[src/hw/rtl/jsh_pkg.sv]
// jsh_pkg: shared types and constants for the JTAG shift engine.
// Used by jsh_cfg, jsh_core and jtag_shift_engine; depends on nothing.
`default_nettype none

package jsh_pkg;

  localparam int WORD_BITS  = 32;
  localparam int DELAY_BITS = 16;
  localparam int CNT_BITS   = 6;
  localparam int IDX_BITS   = $clog2(WORD_BITS);

  localparam logic [DELAY_BITS-1:0] HALF_PERIOD_RESET = DELAY_BITS'(50);

  // register index, taken from paddr[2]
  localparam logic REG_HALF_PERIOD = 1'b0;
  localparam logic REG_BROADCAST   = 1'b1;

  // item kind carried in s_tuser
  localparam logic FUNC_LOAD = 1'b0;
  localparam logic FUNC_TICK = 1'b1;

  typedef struct packed {
    logic [DELAY_BITS-1:0] half_period_ticks;
    logic                  broadcast_mode;
  } cfg_t;

  typedef struct packed {
    logic                 func;
    logic [CNT_BITS-1:0]  bit_count;
    logic [WORD_BITS-1:0] tms_bits;
    logic [WORD_BITS-1:0] tdi_bits;
    logic                 tdo_pin;
  } item_t;

  typedef struct packed {
    logic [WORD_BITS-1:0] tdo_bits;
    logic                 done_res;
    logic                 busy_res;
    logic                 side_pin;
    logic                 tdi_pin;
    logic                 tms_pin;
    logic                 tck_pin;
  } res_t;

endpackage

`default_nettype wire

[src/hw/rtl/jsh_cfg.sv]
// jsh_cfg: APB-style register file holding the TCK half period and broadcast mode.
// Depends on jsh_pkg.
`default_nettype none

module jsh_cfg
  import jsh_pkg::*;
(
  input  wire logic        clk,
  input  wire logic        rst,
  input  wire logic        psel,
  input  wire logic        penable,
  input  wire logic        pwrite,
  input  wire logic [2:0]  paddr,
  input  wire logic [31:0] pwdata,
  output logic      [31:0] prdata,
  output logic             pready,
  output cfg_t             cfg
);

  logic wr;

  assign pready = 1'b1;
  assign wr     = psel && penable && pwrite && pready;

  always_ff @(posedge clk) begin
    if (rst) begin
      cfg.half_period_ticks <= HALF_PERIOD_RESET;
      cfg.broadcast_mode    <= 1'b0;
    end else if (wr) begin
      case (paddr[2])
        REG_HALF_PERIOD: cfg.half_period_ticks <= pwdata[DELAY_BITS-1:0];
        REG_BROADCAST:   cfg.broadcast_mode    <= pwdata[0];
        default: ;
      endcase
    end
  end

  always_comb begin
    case (paddr[2])
      REG_HALF_PERIOD: prdata = 32'(cfg.half_period_ticks);
      REG_BROADCAST:   prdata = 32'(cfg.broadcast_mode);
      default:         prdata = '0;
    endcase
  end

endmodule

`default_nettype wire

[src/hw/rtl/jsh_core.sv]
// jsh_core: shift state and the single-pass update for one load or tick item.
// Depends on jsh_pkg; driven from the input register of jtag_shift_engine.
`default_nettype none

module jsh_core
  import jsh_pkg::*;
(
  input  wire logic  clk,
  input  wire logic  rst,
  input  wire logic  step,
  input  item_t      item,
  input  cfg_t       cfg,
  output res_t       res
);

  logic [WORD_BITS-1:0]  tms_saved, tms_saved_next;
  logic [WORD_BITS-1:0]  tdi_saved, tdi_saved_next;
  logic [WORD_BITS-1:0]  tdo_capture, tdo_capture_next;
  logic [CNT_BITS-1:0]   count_loaded, count_loaded_next;
  logic [CNT_BITS-1:0]   bit_index, bit_index_next;
  logic [DELAY_BITS-1:0] phase_ticks, phase_ticks_next;
  logic                  phase_high, phase_high_next;
  logic                  second_pass, second_pass_next;
  logic                  running, running_next;
  logic [IDX_BITS-1:0]   b;
  logic [CNT_BITS-1:0]   cnt_sat;
  logic [CNT_BITS-1:0]   bit_inc;
  logic                  done;

  assign b       = bit_index[IDX_BITS-1:0];
  assign cnt_sat = (item.bit_count > CNT_BITS'(WORD_BITS)) ? CNT_BITS'(WORD_BITS)
                                                           : item.bit_count;
  assign bit_inc = bit_index + CNT_BITS'(1);

  always_comb begin
    tms_saved_next    = tms_saved;
    tdi_saved_next    = tdi_saved;
    tdo_capture_next  = tdo_capture;
    count_loaded_next = count_loaded;
    bit_index_next    = bit_index;
    phase_ticks_next  = phase_ticks;
    phase_high_next   = phase_high;
    second_pass_next  = second_pass;
    running_next      = running;
    done              = 1'b0;

    if (item.func == FUNC_LOAD) begin
      // a load while busy is dropped
      if (!running) begin
        tms_saved_next    = item.tms_bits;
        tdi_saved_next    = item.tdi_bits;
        tdo_capture_next  = '0;
        count_loaded_next = cnt_sat;
        bit_index_next    = '0;
        phase_ticks_next  = '0;
        phase_high_next   = 1'b0;
        second_pass_next  = 1'b0;
        if (cnt_sat == '0) begin
          done = 1'b1;
        end else begin
          running_next = 1'b1;
        end
      end
    end else if (running) begin
      if (phase_ticks >= cfg.half_period_ticks) begin
        phase_ticks_next = '0;
        if (!phase_high) begin
          // sample TDO at the end of the low phase, first pass only
          if (!second_pass && item.tdo_pin) begin
            tdo_capture_next[b] = 1'b1;
          end
          phase_high_next = 1'b1;
        end else begin
          phase_high_next = 1'b0;
          bit_index_next  = bit_inc;
          if (bit_inc >= count_loaded) begin
            bit_index_next = '0;
            if (cfg.broadcast_mode && !second_pass) begin
              second_pass_next = 1'b1;
            end else begin
              second_pass_next = 1'b0;
              running_next     = 1'b0;
              done             = 1'b1;
            end
          end
        end
      end else begin
        phase_ticks_next = phase_ticks + DELAY_BITS'(1);
      end
    end
  end

  always_comb begin
    res.tck_pin  = running ? phase_high     : 1'b0;
    res.tms_pin  = running ? tms_saved[b]   : 1'b1;
    res.tdi_pin  = running ? tdi_saved[b]   : 1'b0;
    res.side_pin = running ? second_pass    : 1'b0;
    res.busy_res = running_next;
    res.done_res = done;
    res.tdo_bits = tdo_capture_next;
  end

  always_ff @(posedge clk) begin
    if (rst) begin
      tms_saved    <= '0;
      tdi_saved    <= '0;
      tdo_capture  <= '0;
      count_loaded <= '0;
      bit_index    <= '0;
      phase_ticks  <= '0;
      phase_high   <= 1'b0;
      second_pass  <= 1'b0;
      running      <= 1'b0;
    end else if (step) begin
      tms_saved    <= tms_saved_next;
      tdi_saved    <= tdi_saved_next;
      tdo_capture  <= tdo_capture_next;
      count_loaded <= count_loaded_next;
      bit_index    <= bit_index_next;
      phase_ticks  <= phase_ticks_next;
      phase_high   <= phase_high_next;
      second_pass  <= second_pass_next;
      running      <= running_next;
    end
  end

  a_index_in_range: assert property (@(posedge clk) disable iff (rst)
    running |-> (bit_index < count_loaded))
    else $error("bit index beyond loaded count");

  a_second_pass_running: assert property (@(posedge clk) disable iff (rst)
    second_pass |-> running)
    else $error("second pass flagged while idle");

  a_idle_cleared: assert property (@(posedge clk) disable iff (rst)
    !running |-> (bit_index == '0 && phase_ticks == '0 && !phase_high))
    else $error("shift counters not cleared while idle");

  a_done_not_busy: assert property (@(posedge clk) disable iff (rst)
    (step && res.done_res) |=> !running)
    else $error("shift still running after done");

endmodule

`default_nettype wire

[src/hw/rtl/jtag_shift_engine.sv]
// jtag_shift_engine: JTAG master shifting up to 32 TMS/TDI bits per load.
// Usage:
//   Slave stream (s_tvalid/s_tready/s_tdata/s_tuser) carries items; s_tuser
//   is 0 for a load (bit count, TMS word, TDI word) and 1 for a tick that
//   carries the sampled TDO level. Every item yields one result on the master
//   stream (m_tvalid/m_tready/m_tdata): the pin levels driven during that
//   item, busy and done flags and the TDO capture word.
//   Each bit takes 2*(half_period_ticks+1) ticks; broadcast mode doubles it.
// Dataflow and throughput:
//   A transfer is taken into the input register, processed in one pass by
//   the shift core and held in the result register, from which its result
//   is offered on the master stream. One item is accepted per clock cycle
//   while results are taken.
// Stall: when m_tready is low the result register holds and the input
//   register keeps the next item; s_tready drops only when both are full.
// Reset (rst, synchronous): state cleared, pins idle (TMS high), half period
//   50, broadcast off. Registers over APB: 0x0 half period, 0x4 broadcast.
`default_nettype none

module jtag_shift_engine
  import jsh_pkg::*;
(
  input  wire logic        clk,
  input  wire logic        rst,
  input  wire logic        s_tvalid,
  output logic             s_tready,
  input  wire logic [71:0] s_tdata,   // bit_count[5:0], tms_bits[37:6], tdi_bits[69:38],
                                      // tdo_pin[70], zero[71]
  input  wire logic        s_tuser,   // func
  output logic             m_tvalid,
  input  wire logic        m_tready,
  output logic      [39:0] m_tdata,   // tck_pin[0], tms_pin[1], tdi_pin[2], side_pin[3],
                                      // busy_res[4], done_res[5], tdo_bits[37:6], zero[39:38]
  input  wire logic        psel,
  input  wire logic        penable,
  input  wire logic        pwrite,
  input  wire logic [2:0]  paddr,
  input  wire logic [31:0] pwdata,
  output logic      [31:0] prdata,
  output logic             pready
);

  cfg_t  cfg;
  item_t item;
  res_t  res;
  logic  item_valid;
  logic  adv;

  assign adv      = item_valid && (!m_tvalid || m_tready);
  assign s_tready = !item_valid || adv;

  always_ff @(posedge clk) begin
    if (rst) begin
      item_valid <= 1'b0;
    end else if (s_tvalid && s_tready) begin
      item_valid <= 1'b1;
    end else if (adv) begin
      item_valid <= 1'b0;
    end
  end

  // hold the item until the core consumes it
  always_ff @(posedge clk) begin
    if (s_tvalid && s_tready) begin
      item.func      <= s_tuser;
      item.bit_count <= s_tdata[5:0];
      item.tms_bits  <= s_tdata[37:6];
      item.tdi_bits  <= s_tdata[69:38];
      item.tdo_pin   <= s_tdata[70];
    end
  end

  jsh_cfg u_cfg (
    .clk     (clk),
    .rst     (rst),
    .psel    (psel),
    .penable (penable),
    .pwrite  (pwrite),
    .paddr   (paddr),
    .pwdata  (pwdata),
    .prdata  (prdata),
    .pready  (pready),
    .cfg     (cfg)
  );

  jsh_core u_core (
    .clk  (clk),
    .rst  (rst),
    .step (adv),
    .item (item),
    .cfg  (cfg),
    .res  (res)
  );

  always_ff @(posedge clk) begin
    if (rst) begin
      m_tvalid <= 1'b0;
    end else if (adv) begin
      m_tvalid <= 1'b1;
    end else if (m_tready) begin
      m_tvalid <= 1'b0;
    end
  end

  always_ff @(posedge clk) begin
    if (adv) begin
      m_tdata <= {2'b00, res};
    end
  end

endmodule

`default_nettype wire

[config.mk]
export PLATFORM = sky130hd
export DESIGN_NAME = jtag_shift_engine
export DESIGN_NICKNAME = d
export VERILOG_FILES = /design/src/hw/rtl/jsh_pkg.sv /design/src/hw/rtl/jsh_cfg.sv /design/src/hw/rtl/jsh_core.sv /design/src/hw/rtl/jtag_shift_engine.sv
export SDC_FILE = /design/constraint.sdc
export NUM_CORES = 1
export LEC_CHECK = 0
export ABC_CLOCK_PERIOD_IN_PS = 3550
export BUFFER_PORTS_ARGS = -buffer_cell sky130_fd_sc_hd__buf_2
export CORE_ASPECT_RATIO = 1.1
export CORE_MARGIN = 2
export CORE_UTILIZATION = 40
export CTS_CLUSTER_DIAMETER = 50
export DETAILED_ROUTE_END_ITERATION = 8
export HOLD_SLACK_MARGIN = 0.05
export PLACE_DENSITY = 0.7
export SYNTH_ARGS = -nofsm -noshare
export SYNTH_HDL_FRONTEND = slang
export SYNTH_SLANG_ARGS = --single-unit
[constraint.sdc]
create_clock -name clk -period 3.55 [get_ports clk]
set_clock_uncertainty 0.05 [all_clocks]
set_input_delay 0.355 -clock clk [delete_from_list [all_inputs] [get_ports clk]]
set_output_delay 0.355 -clock clk [all_outputs]
set_load 0.01 [all_outputs]
# After elaboration in Yosys (flattened, before gate mapping)
# Cells that the tools add are included.
# totals
out_inout_bits,75
regBits,256
wordCells,115
in_bits,115
# op_classes
add_sub_neg,2
muxes,55
n_reduce_logical,22
magnitude_cmp,5
eq_ne,7
bitwise_logic,4
# op_table
op,count
32-bit 2-to-1 mux,6
16-bit 2-to-1 mux,4
32-bit case mux with 2 select lines,1
6-bit 2-to-1 mux,7
1-bit 2-to-1 mux,34
32-bit OR,1
16-bit by 1-bit adder with 16-bit output (second input constant),1
16-bit greater-or-equal comparator,1
1-bit binary-select mux with 5-bit select,2
2-bit by 1-bit inequality test with 1-bit output (second input constant),5
5-bit AND reduction,2
3-bit AND reduction,3
1-bit logical AND,7
6-bit by 1-bit adder with 6-bit output (second input constant),1
6-bit greater-or-equal comparator,1
6-bit greater-than comparator (second input constant),1
6-bit logical NOT,1
5-bit by 6-bit < comparator with 1-bit output (second input constant),1
1-bit demux with 5-bit select,1
5-bit by 1-bit greater-or-equal comparator with 1-bit output (second input constant),1
2-bit inequality test (second input constant),2
2-bit AND reduction,2
2-bit nonzero test,2
1-bit logical NOT,3
2 further kinds,5

# Longest topological paths before layout
# Gate-level depths: netlist (run 1).
# logic_depth
depth_word,10
ltp_mapped,11
depth_no_buf,10

# By module
# Synthesis (run 1) repeated with hierarchy kept, for this count alone.
# hier_totals
cells_unflattened,980
area_unflattened_um2,10755.3
# modules_own_cells
module,n_inst,cells_each,area_per_inst_um2,seq_area_each_um2
jsh_core,1,747,6312.3,2542.4
jtag_shift_engine,1,123,3425.8,3343.2
jsh_cfg,1,110,1017.2,340.3

# Worst setup path after synthesis (run 1)
# No wires, ideal clock.
# synth_timing
path_kind,flip-flop to flip-flop
start,reg m_tvalid
end,reg item[0] (netlist name)
path_stages_with_launch,4
path_slack_ps,682
period_less_slack_ps,2868
t_arrival_ps,2380
required_time_ps,3062
cell_sequence,dfxtp_1 -> nor2b_1 -> nand2_1 -> and2_1
# synth_via
elab_chain_cells,5
# synth_rtl
item,line,source
from (decl),jtag_shift_engine.sv:30,"output logic m_tvalid,"
from (signal assigned),jtag_shift_engine.sv:97,m_tvalid <= 1'b0;
from (signal assigned),jtag_shift_engine.sv:99,m_tvalid <= 1'b1;
from (signal assigned),jtag_shift_engine.sv:101,m_tvalid <= 1'b0;
1-bit logical NOT,jtag_shift_engine.sv:49,assign adv = item_valid && (!m_tvalid || m_tready);
1-bit logical OR,jtag_shift_engine.sv:49,
1-bit logical AND,jtag_shift_engine.sv:49,
1-bit logical OR,jtag_shift_engine.sv:50,assign s_tready = !item_valid || adv;
net s_tready,jtag_shift_engine.sv:26,"output logic s_tready,"
1-bit logical AND,jtag_shift_engine.sv:64,if (s_tvalid && s_tready) begin
# The timed path passes the listed nets, and every way through them passes these cells.
# A chain may end at the register's enable or synchronous reset.

==> impl.org, run 1 <==
** Floorplanning
- # rows :: 62
- Initial Utilization :: 40.5%
- Die outline width :: around 160 microns
- The die is 174 microns tall.
- Core outline area :: around 26000 sq um
- During I/O placement, the number of pins put on the boundary was 190.
- Die area :: 27600 sq um

** Clock network
- Number of hold buffers added after cts :: 89
- Number of buffers created by CTS :: 29
- Post-cts resize count :: 0
- Number of setup buffers added after CTS :: 0
- Count of H-tree levels built during CTS :: 1
- Number of buffers between clock root and the deepest sink :: 3
- The clock drives 256 sinks.
- Root buffer cell :: sky130_fd_sc_hd__clkbuf_16
- Clock slew seen by the registers of the worst setup and hold paths :: 0.06 ns
- CTS tree :: done
- Clock network latency to the later pin of the worst-skew pair :: 0.54 ns

** Layout
- The library cells used most frequently in the layout, excluding fill and tap cells, are sky130_fd_sc_hd__nand2_1 (224), sky130_fd_sc_hd__buf_2 (150), sky130_fd_sc_hd__dfxtp_1 (146), sky130_fd_sc_hd__edfxtp_1 (110), sky130_fd_sc_hd__a21oi_1 (96).
- Leaving out fill and tap cells, the most frequent cell in the layout is sky130_fd_sc_hd__nand2_1.
- Number of filler cells placed in the layout :: 2285
- Sequential cell area :: 6230 sq um
- Layout overhead on the synthesized area :: 27.5%
- Measured on the finished design, the core utilization comes to 51.7%.
- Summing all multi-input logic gate instances after layout gives 3910 sq um.
- The final layout contains 1368 nets.
- Proportion of layout cells with a drive suffix above 1 :: between 10% and 20%
- Count of inserted antenna diode cells :: 0

** GRT
- Global-route wire length before repair :: 38200 microns
- For this run, the total global-route usage over all layers was measured as 16.8%.
- The initial antenna violation count was 0.
- Largest net degree at the start of global routing :: 73
- Overflow left after global routing :: 0
- Via count of the first global-routing pass :: 7665

** Pwr
- Reported leakage power :: 0.00504 uW
- In this run the power density over the cells is 492 nW/um^2.
- The completed layout was analyzed and its total power is 6600 uW.
- IR analysis of the VDD net gives a maximum drop of about 440 uV.

** Logic synthesis
- The netlist uses 60 different library cells.
- For this run, the leading register cell type out of synthesis is sky130_fd_sc_hd__dfxtp_1.
- Counting flops and latches in the post-synthesis netlist gives approximately 260.
- Number of synthesized flops with an enable pin :: 110
- Cell area after synthesis :: 10500 sq um
- Async set or reset register ratio after synthesis :: 0%
- Sequential cell area fraction in the yosys report :: 59.1%
- Synthesis produced a netlist whose cell count is between 900 and 1000.
- During synthesis, Yosys emitted a total of 0 warnings.
- Synthesized area per cell :: 10.6 sq um

** STA
- Period utilization :: 79.9%
- Maximum achievable frequency :: 352 MHz
- Final setup fails :: 0
- Measured against its own limit, the worst slew margin works out to 24.7%.
- Minimum clock period :: 2.84 ns
- Setup repair after global routing left no endpoint under its margin.
- Final hold analysis gives a worst-case slack of between 0.15 and 0.2 ns.
- Final count of pins violating max slew :: 0
- The number of hold violations in the final report is 0.
- For the pin with the worst max-slew slack, the measured transition is ~1.1 ns.
- Adding up every negative setup slack in the final design gives 0 ns.

** Placed design
- At the end of routability-driven placement, the weighted congestion stood at 0.811.
- Detailed placement finished with a half-perimeter wire length of about 15000 microns.
- Port buffering added 151 buffers.

** Drt
- Drt first-iter violations :: between 300 and 400
- Detailed routing inserted a total of 7845 vias.
- The detail route stage leaves a number of antenna-violating nets equal to 0.
- Using the TritonRoute via totals, the vias-per-cell ratio works out to 4.91.
- After detailed routing, the total wire length is about 24000 microns.
- Dividing the detail-routed wire length by the instance count gives ~15 microns.
- The first TritonRoute pass finished after 6 iterations.
- DRC violation count after routing :: 0

** Critical path
- CP startpoint kind :: flop
- Crit-path max FO :: 7
- Nature of the critical path endpoint :: flop
- The critical path is of the flop to flop type.
- CP required :: 3.73 ns
- Critical path arrival :: 3.02 ns

** Min path
- The tightest min-delay check is of the input port to flop type.

** Status
- The run finished with clean final reports.

** Flow run
- Across the run, the number of max-cap violations was 0.
==> routing by layer <==
| layer | GRT usage, % | up-vias | part of all wire (%) |
|---|---|---|---|
| met5 | 0 | - | 0 |
| met4 | 4.82 | 0 | 2.2 |
| met3 | 2.60 | 32 | 4.4 |
| met2 | 30.0 | 201 | 50 |
| met1 | 20.9 | 3698 | 43 |
| li1 | - | 3914 | - |
==> stage by stage <==
stage	area, sq um	setup WS (ns)	cells
6_report	13400	0.712	1599
5_1_grt	13400	0.481	1599
4_1_cts	13400	0.745	1599
3_5_place_dp	11600	0.780	1456
3_3_place_gp	11600	0.817	1456
2_1_floorplan	10600	0.682	1012
==> power breakdown <==
| group | switching, uW | internal [uW] | total, uW |
|---|---|---|---|
| Clock | 1200 | 1780 | 2980 |
| Combinational | 219 | 179 | 398 |
| Sequential | 41.9 | 3180 | 3220 |
| Total | 1460 | 5140 | 6600 |
==> logic make-up (layout without fill, tap and decap cells) <==
group | count (synthesis) | after routing | share of synthesized area (%)
simple gates | 367 | 367 | 15.3
fa+ha+maj | 29 | 29 | 3.45
compound gates | 193 | 193 | 11.2
buf+inv | 101 | 336 | 4.44
mux | 28 | 28 | 4.82
other cells | 2 | 19 | 0.0713
xor+xnor | 19 | 19 | 1.58
flops | 256 | 256 | 59.1
==> critical path, cell delays in order (launching register included) <==
cell and delay, ns:
sky130_fd_sc_hd__dfxtp_1 0.49, sky130_fd_sc_hd__ha_1 0.34, sky130_fd_sc_hd__nand3_1 0.12, sky130_fd_sc_hd__xnor2_1 0.23
sky130_fd_sc_hd__ha_1 0.29, sky130_fd_sc_hd__a21o_1 0.19, sky130_fd_sc_hd__a21oi_1 0.22, sky130_fd_sc_hd__o21ai_0 0.17
sky130_fd_sc_hd__and3_1 0.23, sky130_fd_sc_hd__nand2_1 0.11, sky130_fd_sc_hd__o32ai_1 0.09
==> final timing paths <==
kind / end / slack (ns) / startpoint / depth (start not counted)
setup / recovery: m_tdata[5] / 0.71 / u_core.bit_index[1] / 10
hold reg to reg: u_core.count_loaded[1] / 0.40 / u_core.count_loaded[1] / 2
setup reg to reg: m_tdata[5] / 0.71 / u_core.bit_index[1] / 10
hold / removal: u_cfg.cfg[0] / 0.15 / penable / 4
==> Yosys cell counts (2+ instances only) <==
| cell type | instances | area, sq um |
|---|---|---|
| sky130_fd_sc_hd__nand2b_1 | 6 | 37.5 |
| sky130_fd_sc_hd__mux2_2 | 2 | 22.5 |
| sky130_fd_sc_hd__xnor2_1 | 6 | 52.6 |
| sky130_fd_sc_hd__conb_1 | 2 | 7.51 |
| sky130_fd_sc_hd__a21o_1 | 2 | 15.0 |
| sky130_fd_sc_hd__ha_1 | 29 | 363 |
| sky130_fd_sc_hd__nand4b_1 | 3 | 26.3 |
| sky130_fd_sc_hd__nor3_4 | 2 | 32.5 |
| sky130_fd_sc_hd__o32ai_1 | 2 | 17.5 |
| sky130_fd_sc_hd__mux2i_1 | 8 | 80.1 |
| sky130_fd_sc_hd__nand4_1 | 9 | 56.3 |
| sky130_fd_sc_hd__buf_4 | 21 | 158 |
| sky130_fd_sc_hd__mux4_2 | 18 | 405 |
| sky130_fd_sc_hd__nand2_1 | 225 | 845 |
| sky130_fd_sc_hd__a211o_1 | 3 | 26.3 |
| sky130_fd_sc_hd__a21oi_1 | 96 | 480 |
| sky130_fd_sc_hd__clkbuf_1 | 40 | 150 |
| sky130_fd_sc_hd__a32o_1 | 10 | 100 |
| sky130_fd_sc_hd__edfxtp_1 | 110 | 3300 |
| sky130_fd_sc_hd__a211oi_1 | 2 | 15.0 |
| sky130_fd_sc_hd__and3_1 | 9 | 56.3 |
| sky130_fd_sc_hd__o21ai_0 | 41 | 205 |
| sky130_fd_sc_hd__inv_1 | 28 | 105 |
| sky130_fd_sc_hd__and2_1 | 3 | 18.8 |
| sky130_fd_sc_hd__or2_2 | 2 | 12.5 |
| sky130_fd_sc_hd__a22o_1 | 20 | 175 |
| sky130_fd_sc_hd__buf_2 | 8 | 40.0 |
| sky130_fd_sc_hd__buf_1 | 3 | 11.3 |
| sky130_fd_sc_hd__nand3_1 | 19 | 95.1 |
| sky130_fd_sc_hd__nor3_1 | 6 | 30.0 |
| sky130_fd_sc_hd__xor2_1 | 13 | 114 |
| sky130_fd_sc_hd__dfxtp_1 | 146 | 2920 |
| sky130_fd_sc_hd__nor3b_1 | 2 | 15.0 |
| sky130_fd_sc_hd__nor2b_1 | 8 | 50.1 |
| sky130_fd_sc_hd__a31oi_1 | 2 | 12.5 |
| sky130_fd_sc_hd__nor2_1 | 58 | 218 |
| sky130_fd_sc_hd__nand3b_1 | 8 | 60.1 |
==> flip-flops by register name, indices dropped and copies added (netlist names) <==
signal	flops
item	72
item_valid	1
m_tdata	38
m_tvalid	1
u_cfg.cfg	17
u_core.bit_index	6
u_core.count_loaded	6
u_core.phase_high	1
u_core.phase_ticks	16
u_core.running	1
u_core.second_pass	1
u_core.tdi_saved	32
u_core.tdo_capture	32
u_core.tms_saved	32
==> area by class of cell <==
class / instances / share of cell area, %
inverters: 29 / 0.811
multi-input cells: 655 / 29.1
clock buffers: 36 / 5.75
flip-flops and latches: 256 / 46.4
well taps: 352 / 3.28
repair buffers: 253 / 13.1
clock inverters: 18 / 1.52
Note: power is estimated with default switching activity, not from simulation.
==> run 2, diff against run 1 <==
ABC_CLOCK_PERIOD_IN_PS = 2300   (was 3550)
PLACE_DENSITY = 0.73   (was 0.7)
clock period = 2.3 ns   (was 3.55 ns; I/O delays follow)
==> run 2 against run 1 <==
  * Design area grew 5.8%
  * Sequential share of layout area decreased by 2.4 points
  * Clock power up 55%
  * First-iteration DRC count is 43% higher
  * Via count up 5.9%
  * Wire length grew 9.1%
  * The run now ends with setup timing left
  * Non-clock buffer count grew 56
==> impl.org, run 2 (synthesis results as in run 1) <==
** Clock network
- Number of buffers between clock root and the deepest sink :: 3
- Root buffer cell :: sky130_fd_sc_hd__clkbuf_16
- Count of H-tree levels built during CTS :: 1
- The number of clock buffers added by TritonCTS is 29.
- TritonCTS built the clock tree.
- Count of clock tree sinks :: around 260
- Clock slew seen by the registers of the worst setup and hold paths :: 0.06 ns
- Clock network latency to the later pin of the worst-skew pair :: roughly 0.55 ns

** Placed design
- Weighted congestion reported at the end of routability-driven placement :: ~0.84
- Dpl cells :: ~1500
- Sum of net half-perimeters after detailed placement :: 15900 microns
- Buffers placed on the I/O ports in this run total 151.

** STA
- RSZ-0062 raised after global routing :: yes
- Headroom to the max-slew limit :: 35.3%
- In the post-route analysis, the smallest setup slack over all paths is -0.0229 ns.
- Setup violations remaining at the end of the flow were counted as 8.
- The worst path uses 101% of the clock period.
- At the pin with the least slew margin, the transition time is 0.970 ns.
- TNS Setup :: -0.0589 ns
- The max-slew violation count came to 0.
- For this run, the top clock speed supported by timing is 430 MHz.
- Minimum clock period :: 2.32 ns
- The number of hold violations in the final report is 0.

** Critical path
- STA classifies the critical path startpoint as a flop.
- CP required :: 2.54 ns
- The slowest stage of the critical path is the sky130_fd_sc_hd__a211oi_2 cell.
- Counting stages on the worst path, the most repeated cell is sky130_fd_sc_hd__buf_4.
- Crit path depth :: 10
- For the worst setup path, the data arrival time is between 2 and 3 ns.
- Top Family by Delay on Critical Path :: compound AO/OA/AOI/OAI gates
- Chain of cells forming the critical path :: inv_2 > ha_1 > nand2_1 > nor3_2 > a211oi_2 > nand3_4 > buf_4 > buf_4 > nand2_2 > o21ai_0
- Nature of the critical path endpoint :: flop
- Number of buffers and inverters on the critical path :: 3
- Crit-path max FO :: 6
- The largest single stage delay on the critical path is roughly 0.41 ns.
- Category of the critical setup timing path :: flop to flop
- For the worst flop-to-flop path, the logic depth is 10.

** Min path
- Kind of path behind the tightest hold check :: input port to flop
- Cell depth of the worst min-delay path :: 4

** Layout
- The count of cells in the finished layout, fillers not included, comes to 1655.
- The layout has approximately 2200 filler cells.
- Across the whole layout, storage elements account for 6250 sq um.
- The net count of the finished layout is about 1400.
- Highest-count cells in the layout ignoring fill and taps :: sky130_fd_sc_hd__nand2_1 (220), sky130_fd_sc_hd__buf_2 (150), sky130_fd_sc_hd__dfxtp_1 (131), sky130_fd_sc_hd__edfxtp_1 (110)
- The library cell used most frequently in the layout, excluding fill and tap cells, is sky130_fd_sc_hd__nand2_1.
- Ranked by flip-flop count, first place goes to item.
- The multi-input combinational cells in the finished layout cover a total of around 4200 sq um.
- Proportion of layout cells with a drive suffix above 1 :: 27.4%
- The register with the most flip-flops in the layout has 72 of them.
- Count of inserted antenna diode cells :: 0
- Relative to the synthesized area, the layout overhead comes to 34.9%.
- Leading registers by flop count :: item: 72 flops, m_tdata: 38 flops

** Flow run
- Max-cap violation count :: 0

** GRT
- The via count of the first global-routing pass is 8209.
- Total global-route track usage :: 17.9%
- For met2 alone, demand over resource in global routing was between 30% and 40%.
- The first global-routing pass estimated 40800 microns of wire.
- Grt met3 use :: 2.82%
- After global routing the overflow that remains totals 0.
- Initial antenna violation count :: 0
- The global routing stage identified its most utilized layer as met2.
- For this run, global-route usage on met1 was measured as 21.7%.
- Largest net degree at the start of global routing :: 73

** Pwr
- For this design the static power due to leakage is 0.00536 uW.
- Power density relative to cell area :: between 700 and 800 nW/um^2
- Maximum VDD drop :: 655 uV

** Drt
- For this run, design rule violations remaining after detail routing come to 0.
- Drt wl/cell :: approximately 16 microns
- Drt total wl :: 25900 microns
- Number of vias per cell after detailed routing :: 5.02
- For this block, the initial DRC count from the detailed router was 518.
- DR pass1 iterations :: 5
- The final route contains around 8300 vias.
- The detail route stage leaves a number of antenna-violating nets equal to 0.

** Status
- Status :: finished with violations
- The final reports fail on setup timing.

** Floorplanning
- For this configuration, the core starts out at a cell density of 40.5%.
- The floorplan step defined a die boundary enclosing 27600 sq um.
- I/O Pins :: 190
- The floorplan step defined a core boundary enclosing between 20000 and 30000 sq um.
- The die is between 150 and 200 microns tall.
- Die outline width :: 159 microns
- # rows :: 62
[run 2: changes by cell type in the layout (fill, tap and decap cells not counted), moves of 12 or more]
cell | before | now
sky130_fd_sc_hd__buf_4 | 13 | 59
sky130_fd_sc_hd__dfxtp_1 | 146 | 131
sky130_fd_sc_hd__dfxtp_2 | 0 | 12
sky130_fd_sc_hd__o21ai_0 | 41 | 17
sky130_fd_sc_hd__o21ai_1 | 1 | 22
[run 2: worst register-to-register path, stage by stage (launching register included)]
cell and delay (ns):
sky130_fd_sc_hd__dfxtp_2 0.34, sky130_fd_sc_hd__inv_2 0.06, sky130_fd_sc_hd__ha_1 0.31, sky130_fd_sc_hd__nand2_1 0.11, sky130_fd_sc_hd__nor3_2 0.07, sky130_fd_sc_hd__a211oi_2 0.41, sky130_fd_sc_hd__nand3_4 0.15, sky130_fd_sc_hd__buf_4 0.17
sky130_fd_sc_hd__buf_4 0.15, sky130_fd_sc_hd__nand2_2 0.13, sky130_fd_sc_hd__o21ai_0 0.11
[run 2: worst paths after layout]
| kind | startpoint | to | slack [ns] |
|---|---|---|---|
| min | rst | u_core.tdo_capture[5] | 0.08 |
| max | u_cfg.cfg[11] | m_tdata[16] | -0.02 |
| min reg2reg | u_core.tdo_capture[5] | u_core.tdo_capture[5] | 0.40 |
| max reg2reg | u_cfg.cfg[11] | m_tdata[16] | -0.02 |
[run 2: routing by layer]
metal	up-vias	routed length [microns]
met5	-	0
met4	0	774
met3	62	1120
met2	234	13300
met1	3986	10700
li1	4025	-
[run 2: layout make-up]
| type | count | area share (%) |
|---|---|---|
| clock inverter | 17 | 1.42 |
| multi-input combinational | 655 | 29.5 |
| clock buffer | 37 | 5.39 |
| tap | 352 | 3.10 |
| sequential | 256 | 44.0 |
| inverter | 29 | 0.793 |
| timing repair buffer | 309 | 15.8 |
[run 2: repair_timing]
item | in CTS | in global routing
gates cloned | 0 | 0
hold buffers | 92 | 0
pin swaps | 1 | 27
buffers inserted | 0 | 13
endpoints found under the hold margin | 91 | 0
gates resized for setup | 11 | 90
endpoints found under the setup margin | 48 | 92
[run 2: metrics by stage]
stage | setup WS [ns] | hold slack, ns | utilization [%] | instance area [sq um] | total power [uW]
3_3_place_gp | -0.0263 | 0.357 | 45.8 | 11900 | 5590
3_5_place_dp | -0.0901 | 0.358 | 45.8 | 11900 | 5600
6_report | -0.0229 | 0.0790 | 54.7 | 14200 | 10300
2_1_floorplan | 0.00178 | 0.279 | - | 10600 | 5380
4_1_cts | -0.00549 | 0.0635 | 53.2 | 13800 | 10300
5_1_grt | -0.130 | 0.106 | 54.7 | 14200 | 10600
[run 2: power by group]
group / switching (uW) / internal, uW
Clock: 1880 / 2730
Sequential: 60.7 / 4900
Combinational: 373 / 318
